## config.mk

```make
export PLATFORM = sky130hd
export DESIGN_NAME = card_id_allow_list
export DESIGN_NICKNAME = d
export VERILOG_FILES = /design/src/rtl/cial_pkg.sv /design/src/rtl/cial_table.sv /design/src/rtl/card_id_allow_list.sv
export SDC_FILE = /design/constraint.sdc
export NUM_CORES = 1
export LEC_CHECK = 0
export CORE_MARGIN = 2
export CORE_UTILIZATION = 35
export CTS_BUF_LIST = sky130_fd_sc_hd__clkbuf_8
export DETAILED_ROUTE_END_ITERATION = 10
export DONT_BUFFER_PORTS = 1
export MAX_ROUTING_LAYER = met4
export PLACE_DENSITY = 0.51
export SYNTH_ARGS = -nofsm -noshare
export SYNTH_HDL_FRONTEND = slang
export SYNTH_SLANG_ARGS = --single-unit
```

## constraint.sdc

```tcl
create_clock -name clock -period 9.7 [get_ports clock]
set_input_delay 1.94 -clock clock [delete_from_list [all_inputs] [get_ports clock]]
set_output_delay 1.94 -clock clock [all_outputs]
set_load 0.02 [all_outputs]
```

## src/rtl/cial_pkg.sv

```systemverilog
// Shared constants, codes and width helpers for the card identifier allow list.
`timescale 1ns / 1ps

package cial_pkg;

   localparam int TABLE_DEPTH = 16;
   localparam int ID_W        = 40;
   localparam int INDEX_W     = 4;
   localparam int TOTAL_W     = 5;
   localparam int ADDR_W      = (TABLE_DEPTH > 1) ? $clog2(TABLE_DEPTH) : 1;
   localparam int COUNT_W     = $clog2(TABLE_DEPTH + 1);

   typedef enum logic [1:0] {
      OP_CHECK  = 2'd0,
      OP_ADD    = 2'd1,
      OP_DELETE = 2'd2,
      OP_LIST   = 2'd3
   } op_type;

   typedef enum logic [2:0] {
      ST_OK        = 3'd0,
      ST_FULL      = 3'd1,
      ST_DUP       = 3'd2,
      ST_NOT_FOUND = 3'd3,
      ST_EMPTY     = 3'd4
   } status_type;

   // One cycle's access to the identifier table
   typedef struct packed {
      logic              wr_en;
      logic [ADDR_W-1:0] wr_addr;
      logic [ID_W-1:0]   wr_data;
      logic              rd_en;
      logic [ADDR_W-1:0] rd_addr;
   } mem_req_type;

   // Wrap a position or count to the index field width
   function automatic logic [INDEX_W-1:0] to_index(input logic [COUNT_W-1:0] value);
      logic [COUNT_W+INDEX_W-1:0] wide;
      wide = {{INDEX_W{1'b0}}, value};
      return wide[INDEX_W-1:0];
   endfunction

   // Wrap a count to the total field width
   function automatic logic [TOTAL_W-1:0] to_total(input logic [COUNT_W-1:0] value);
      logic [COUNT_W+TOTAL_W-1:0] wide;
      wide = {{TOTAL_W{1'b0}}, value};
      return wide[TOTAL_W-1:0];
   endfunction

endpackage

```

## src/rtl/cial_table.sv

```systemverilog
// Identifier table memory with registered read port and the shared key comparator.
`timescale 1ns / 1ps

module cial_table import cial_pkg::*; (
   input  logic              clock,
   input  mem_req_type       mem_req,
   input  logic [ID_W-1:0]   key,
   output logic [ID_W-1:0]   rd_data,
   output logic              rd_hit
);

   logic [ID_W-1:0] mem_ff [TABLE_DEPTH];
   logic [ID_W-1:0] rd_data_ff;

   always_ff @(posedge clock) begin
      if (mem_req.wr_en) begin
         mem_ff[mem_req.wr_addr] <= mem_req.wr_data;
      end
      if (mem_req.rd_en) begin
         rd_data_ff <= mem_ff[mem_req.rd_addr];
      end
   end

   assign rd_data = rd_data_ff;
   assign rd_hit  = (rd_data_ff == key);

endmodule

```

## src/rtl/card_id_allow_list.sv

```systemverilog
// Card identifier allow list: command sequencer walking the table one entry a cycle.
// Check, add and delete (add unless the table is full) read the stored entries in turn,
// paced by the single table read port and the one shared 40-bit comparator.
// A found delete then moves each later entry down one slot; list beats come one a cycle.
// Throughput: one command at a time; busy stays high until the final beat is issued.
// Reset (synchronous) empties the table; results cannot be stalled by the receiver.
`timescale 1ns / 1ps

module card_id_allow_list import cial_pkg::*; (
   input  logic                clock,
   input  logic                reset,
   input  logic                start,
   output logic                busy,
   input  logic [1:0]          req_operation,
   input  logic [ID_W-1:0]     req_card_id,
   output logic                rsp_strobe,
   output logic [2:0]          rsp_status,
   output logic                rsp_matched,
   output logic [ID_W-1:0]     rsp_entry_id,
   output logic [INDEX_W-1:0]  rsp_entry_index,
   output logic [TOTAL_W-1:0]  rsp_entry_total,
   output logic                rsp_last
);

   typedef enum logic [3:0] {
      S_IDLE  = 4'b0001,
      S_SCAN  = 4'b0010,
      S_SHIFT = 4'b0100,
      S_LIST  = 4'b1000
   } state_type;

   state_type            state_ff, state_in;
   op_type               op_ff, op_in;
   logic [ID_W-1:0]      key_ff, key_in;
   logic [COUNT_W-1:0]   count_ff, count_in;
   logic [COUNT_W-1:0]   iss_ff, iss_in;
   logic [COUNT_W-1:0]   idx_ff, idx_in;
   logic                 vld_ff, vld_in;

   logic                 strobe_ff, strobe_in;
   status_type           status_ff, status_in;
   logic                 matched_ff, matched_in;
   logic [ID_W-1:0]      entry_id_ff, entry_id_in;
   logic [INDEX_W-1:0]   entry_index_ff, entry_index_in;
   logic                 last_ff, last_in;

   mem_req_type          mem_req;
   logic [ID_W-1:0]      rd_data;
   logic                 rd_hit;
   logic                 hit_now;
   logic                 list_last;

   cial_table u_table (
      .clock   (clock),
      .mem_req (mem_req),
      .key     (key_ff),
      .rd_data (rd_data),
      .rd_hit  (rd_hit)
   );

   assign hit_now   = vld_ff && rd_hit;
   assign list_last = (COUNT_W'(idx_ff + 1'b1) == count_ff);

   always_comb begin
      state_in       = state_ff;
      op_in          = op_ff;
      key_in         = key_ff;
      count_in       = count_ff;
      iss_in         = iss_ff;
      idx_in         = idx_ff;
      vld_in         = 1'b0;
      strobe_in      = 1'b0;
      status_in      = status_ff;
      matched_in     = matched_ff;
      entry_id_in    = entry_id_ff;
      entry_index_in = entry_index_ff;
      last_in        = last_ff;

      mem_req.wr_en   = 1'b0;
      mem_req.wr_addr = count_ff[ADDR_W-1:0];
      mem_req.wr_data = key_ff;
      mem_req.rd_en   = 1'b0;
      mem_req.rd_addr = iss_ff[ADDR_W-1:0];

      case (state_ff)
         S_IDLE: begin
            if (start) begin
               op_in  = op_type'(req_operation);
               key_in = req_card_id;
               iss_in = '0;
               if ((op_type'(req_operation) == OP_ADD) &&
                   (count_ff == COUNT_W'(TABLE_DEPTH))) begin
                  strobe_in      = 1'b1;
                  status_in      = ST_FULL;
                  matched_in     = 1'b0;
                  entry_id_in    = '0;
                  entry_index_in = '0;
                  last_in        = 1'b1;
               end else if (op_type'(req_operation) == OP_LIST) begin
                  state_in = S_LIST;
               end else begin
                  state_in = S_SCAN;
               end
            end
         end

         S_SCAN: begin
            entry_id_in    = '0;
            entry_index_in = '0;
            matched_in     = 1'b0;
            last_in        = 1'b1;
            status_in      = ST_OK;
            if (hit_now) begin
               case (op_ff)
                  OP_CHECK: begin
                     strobe_in  = 1'b1;
                     matched_in = 1'b1;
                     state_in   = S_IDLE;
                  end
                  OP_ADD: begin
                     strobe_in = 1'b1;
                     status_in = ST_DUP;
                     state_in  = S_IDLE;
                  end
                  OP_DELETE: begin
                     // iss_ff already points one past the match
                     state_in = S_SHIFT;
                  end
                  default: begin
                     strobe_in = 1'b1;
                     state_in  = S_IDLE;
                  end
               endcase
            end else if (iss_ff == count_ff) begin
               strobe_in = 1'b1;
               state_in  = S_IDLE;
               case (op_ff)
                  OP_ADD: begin
                     mem_req.wr_en = 1'b1;
                     count_in      = COUNT_W'(count_ff + 1'b1);
                  end
                  OP_DELETE: begin
                     status_in = ST_NOT_FOUND;
                  end
                  default: begin
                     status_in = ST_OK;
                  end
               endcase
            end else begin
               mem_req.rd_en = 1'b1;
               idx_in        = iss_ff;
               iss_in        = COUNT_W'(iss_ff + 1'b1);
               vld_in        = 1'b1;
            end
         end

         S_SHIFT: begin
            // move the entry read last cycle down one slot
            if (vld_ff) begin
               mem_req.wr_en   = 1'b1;
               mem_req.wr_addr = ADDR_W'(idx_ff - 1'b1);
               mem_req.wr_data = rd_data;
            end
            if (iss_ff == count_ff) begin
               count_in       = COUNT_W'(count_ff - 1'b1);
               strobe_in      = 1'b1;
               status_in      = ST_OK;
               matched_in     = 1'b0;
               entry_id_in    = '0;
               entry_index_in = '0;
               last_in        = 1'b1;
               state_in       = S_IDLE;
            end else begin
               mem_req.rd_en = 1'b1;
               idx_in        = iss_ff;
               iss_in        = COUNT_W'(iss_ff + 1'b1);
               vld_in        = 1'b1;
            end
         end

         S_LIST: begin
            if (vld_ff) begin
               strobe_in      = 1'b1;
               status_in      = ST_OK;
               matched_in     = 1'b0;
               entry_id_in    = rd_data;
               entry_index_in = to_index(idx_ff);
               last_in        = list_last;
               if (list_last) begin
                  state_in = S_IDLE;
               end
            end
            if (iss_ff < count_ff) begin
               mem_req.rd_en = 1'b1;
               idx_in        = iss_ff;
               iss_in        = COUNT_W'(iss_ff + 1'b1);
               vld_in        = 1'b1;
            end else if (!vld_ff) begin
               // nothing stored: single empty beat
               strobe_in      = 1'b1;
               status_in      = ST_EMPTY;
               matched_in     = 1'b0;
               entry_id_in    = '0;
               entry_index_in = '0;
               last_in        = 1'b1;
               state_in       = S_IDLE;
            end
         end

         default: begin
            state_in = S_IDLE;
         end
      endcase
   end

   always_ff @(posedge clock) begin
      if (reset) begin
         state_ff  <= S_IDLE;
         count_ff  <= '0;
         vld_ff    <= 1'b0;
         strobe_ff <= 1'b0;
      end else begin
         state_ff  <= state_in;
         count_ff  <= count_in;
         vld_ff    <= vld_in;
         strobe_ff <= strobe_in;
      end
   end

   always_ff @(posedge clock) begin
      op_ff          <= op_in;
      key_ff         <= key_in;
      iss_ff         <= iss_in;
      idx_ff         <= idx_in;
      status_ff      <= status_in;
      matched_ff     <= matched_in;
      entry_id_ff    <= entry_id_in;
      entry_index_ff <= entry_index_in;
      last_ff        <= last_in;
   end

   assign busy            = (state_ff != S_IDLE);
   assign rsp_strobe      = strobe_ff;
   assign rsp_status      = status_ff;
   assign rsp_matched     = matched_ff;
   assign rsp_entry_id    = entry_id_ff;
   assign rsp_entry_index = entry_index_ff;
   assign rsp_entry_total = to_total(count_ff);
   assign rsp_last        = last_ff;

endmodule
```

==> flow_summary.json <==
{
  "status": "complete, no violations",
  "fin_util": 0.399,
  "synth_cell_types": 50,
  "std_cell_rows": 109,
  "numCtsBuffers": 137,
  "synth_cells": 1504,
  "synth_ff_type": "edfxtp_1",
  "power.density_mw_per_mm2": 200,
  "synth_warnings": 0,
  "cts_setup_buffers": 0,
  "clkTransAtPathRegs_ns": 0.06,
  "die_height_um": 302,
  "endpoint_kind": "flip-flop",
  "grt_pass1_wl_um": 117000,
  "multi_input_area_sq_mm": 0.00720,
  "dpl.hpwl_um": 45100,
  "drc": 0,
  "grt_pass1_vias": 16000,
  "drtIter0Drc": 1613,
  "nFillCells": 7840,
  "place_ws_ns": 4.93,
  "dieArea_sq_mm": 0.0912,
  "avgViaCountPerCell": 5.43,
  "synth_seq_cells": 792,
  "async_flop_share": 0,
  "m1WireLength_um": 36300,
  "final_cell_mix": "781 x edfxtp_1, 200 x mux4_2, 139 x clkbuf_8, 128 x nand2_1, 62 x inv_1",
  "synth-edff-count": 781,
  "crit_top_cell": "buf_4",
  "holdWs_ns": 0.562,
  "ir_worst_vdd_uv": 113,
  "start_util": 0.352,
  "drive_above_1_share": 0.256,
  "maxSlewViolCount": 0,
  "fin_ws_ns": 4.95,
  "antenna_found_initial": 12,
  "crit_type": "flip-flop to flip-flop",
  "routed.top_layer": "met4",
  "path_buf_inv": 2,
  "slew-limit-headroom": 0.138,
  "rrSetupSlack_ns": 4.95,
  "r2r-start": "state_ff[3]$_SDFFE_PP0P_",
  "report.final.setup_viol": 0,
  "rsz0062_at_grt": "no",
  "period_minus_slack_ns": 4.75,
  "rr_worst_depth": 8,
  "cts-root-buf": "clkbuf_8",
  "hold_viol": 0,
  "min_from": "iss_ff[4]$_SDFFCE_PP0P_",
  "worstHoldPathCells": 0,
  "critPathSlowestCell": "a21oi_4",
  "skew_ns": 0.0560,
  "cts_resized": 0,
  "io_buffers": 0,
  "path_cells": "or4b_1 -> nor2_4 -> buf_4 -> a21oi_1 -> nor3_1 -> nand3_1 -> a21oi_4 -> buf_4",
  "crit_family": "simple AND/OR/NAND/NOR gates",
  "seq_area_frac_synth": 0.761,
  "hold_path_end": "idx_ff[4]$_DFFE_PP_",
  "nets": 1665,
  "netlist_area_sq_mm": 0.0311,
  "ctsHoldBuffers": 0,
  "period_share": 0.490,
  "tightest_slew_ns": 1.29,
  "seqCellArea_sq_mm": 0.0237,
  "wl_per_cell_um": 28.8,
  "dr.pass1.iters": 5,
  "antenna_left": 0,
  "cts_sinks": 792,
  "postPlaceCellArea_sq_mm": 0.0327,
  "power.leakage_uw": 0.0111,
  "wl_met2_um": 38300,
  "max_stage_delay_ns": 0.83,
  "fin_area_sq_mm": 0.0352,
  "coreArea_sq_mm": 0.0882,
  "met3_length_um": 6770,
  "syn_area_per_cell_sq_um": 20.7,
  "vias": 15600,
  "cts_tree": "yes",
  "maxCapViolCount": 0,
  "die_w_um": 302,
  "syn-num-nets": 1561,
  "io_pins": 101,
  "cts.path.max_buffers": 3,
  "tns_ns": 0,
  "routed_wirelength_um": 83000,
  "place_congestion": 0.838,
  "r2r-end": "u_table.mem_ff[14][28]$_DFFE_PP_",
  "cp.required_ns": 10.12,
  "fmax_mhz": 211,
  "cp-start-kind": "flip-flop",
  "hold_path_class": "flip-flop to flip-flop",
  "clock_latency_ns": 0.82,
  "area_delta_synth_final_pct": 13.3,
  "grt_usage": 0.190,
  "htree_num_levels": 4,
  "overflow": 0,
  "grt_max_degree": 104,
  "final_common_cell": "edfxtp_1",
  "worstPathMaxFanout": 49,
  "arrival_ns": 5.17
}
-- synthesized netlist by cell type, drive strengths merged (11+ instances only) --
library cell	instances	area, sq um
edfxtp	781	23500
clkbuf	53	199
nor3	23	115
a22o	44	385
nand2b	12	75.1
mux4	200	4500
buf	22	104
o21ai	11	58.8
nand2	129	484
nor2	25	93.8
xnor2	45	394
ha	11	138
nand3	19	95.1
a21oi	22	110
nand4	19	119
dfxtp	11	220
inv	17	63.8
-- worst max path at each step --
stage          slack (ns)  depth (start not counted)                                to                     start
3_3_place_gp         5.08                          8  u_table.mem_ff[14][25]$_DFFE_PP_  state_ff[3]$_SDFFE_PP0P_
2_1_floorplan        3.77                          4     rsp_entry_id[0]$_SDFFCE_PP0P_                     start
6_report             4.95                          8  u_table.mem_ff[14][28]$_DFFE_PP_  state_ff[3]$_SDFFE_PP0P_
5_1_grt              4.72                          8  u_table.mem_ff[14][27]$_DFFE_PP_  state_ff[2]$_SDFFE_PP0P_
3_5_place_dp         4.93                          8  u_table.mem_ff[14][28]$_DFFE_PP_  state_ff[3]$_SDFFE_PP0P_
4_1_cts              4.91                          8  u_table.mem_ff[14][27]$_DFFE_PP_  state_ff[3]$_SDFFE_PP0P_
-- flip-flops by register name (all words and copies together), names as in the netlist --
register	count
rsp_entry_total	5
rsp_matched	1
state_ff	4
vld_ff	1
iss_ff	5
rsp_entry_id	40
u_table.rd_data	40
rsp_status	3
op_ff	2
rsp_entry_index	4
rsp_last	1
u_table.mem_ff	640
key_ff	40
idx_ff	5
rsp_strobe	1
-- kinds of logic (layout without fill, tap and decap cells) --
group,count (synthesis),in the layout,synth area share
AO/OA/AOI/OAI,106,106,0.0249
XOR/XNOR,52,52,0.0146
adder cells (fa/ha/maj),12,12,0.00507
buffers and inverters,92,290,0.0118
flip-flops,792,792,0.761
multiplexers,201,201,0.145
other,0,13,0
AND/OR/NAND/NOR,249,249,0.0371
-- cell type report --
type / count / share of cell area
Sequential cell: 792 / 0.672
Multi-Input combinational cell: 620 / 0.205
Clock buffer: 139 / 0.0543
Tap cell: 1165 / 0.0414
Clock inverter: 94 / 0.0160
Timing Repair Buffer: 40 / 0.00888
Inverter: 17 / 0.00181
Antenna cell: 13 / 0.000924
-- report_power, final --
group / internal [uW] / total, uW / switching (uW)
Clock: 1430 / 2800 / 1380
Combinational: 171 / 411 / 240
Sequential: 3820 / 3850 / 29.9
-- metal layers --
| metal | up-vias | track usage |
|---|---|---|
| met1 | 8354 | 0.258 |
| met4 | 0 | 0.0574 |
| met5 | - | - |
| met2 | 670 | 0.278 |
| li1 | 6453 | - |
| met3 | 152 | 0.0548 |
-- metrics by stage --
step / power, uW / instances
after global placement: 4330 / 2634
after global routing: 7330 / 2876
final: 7060 / 2880
after floorplan: 4200 / 1504
after CTS: 7160 / 2867
after detailed placement: 4340 / 2634
No activity file was read; power rests on OpenSTA's default activity.
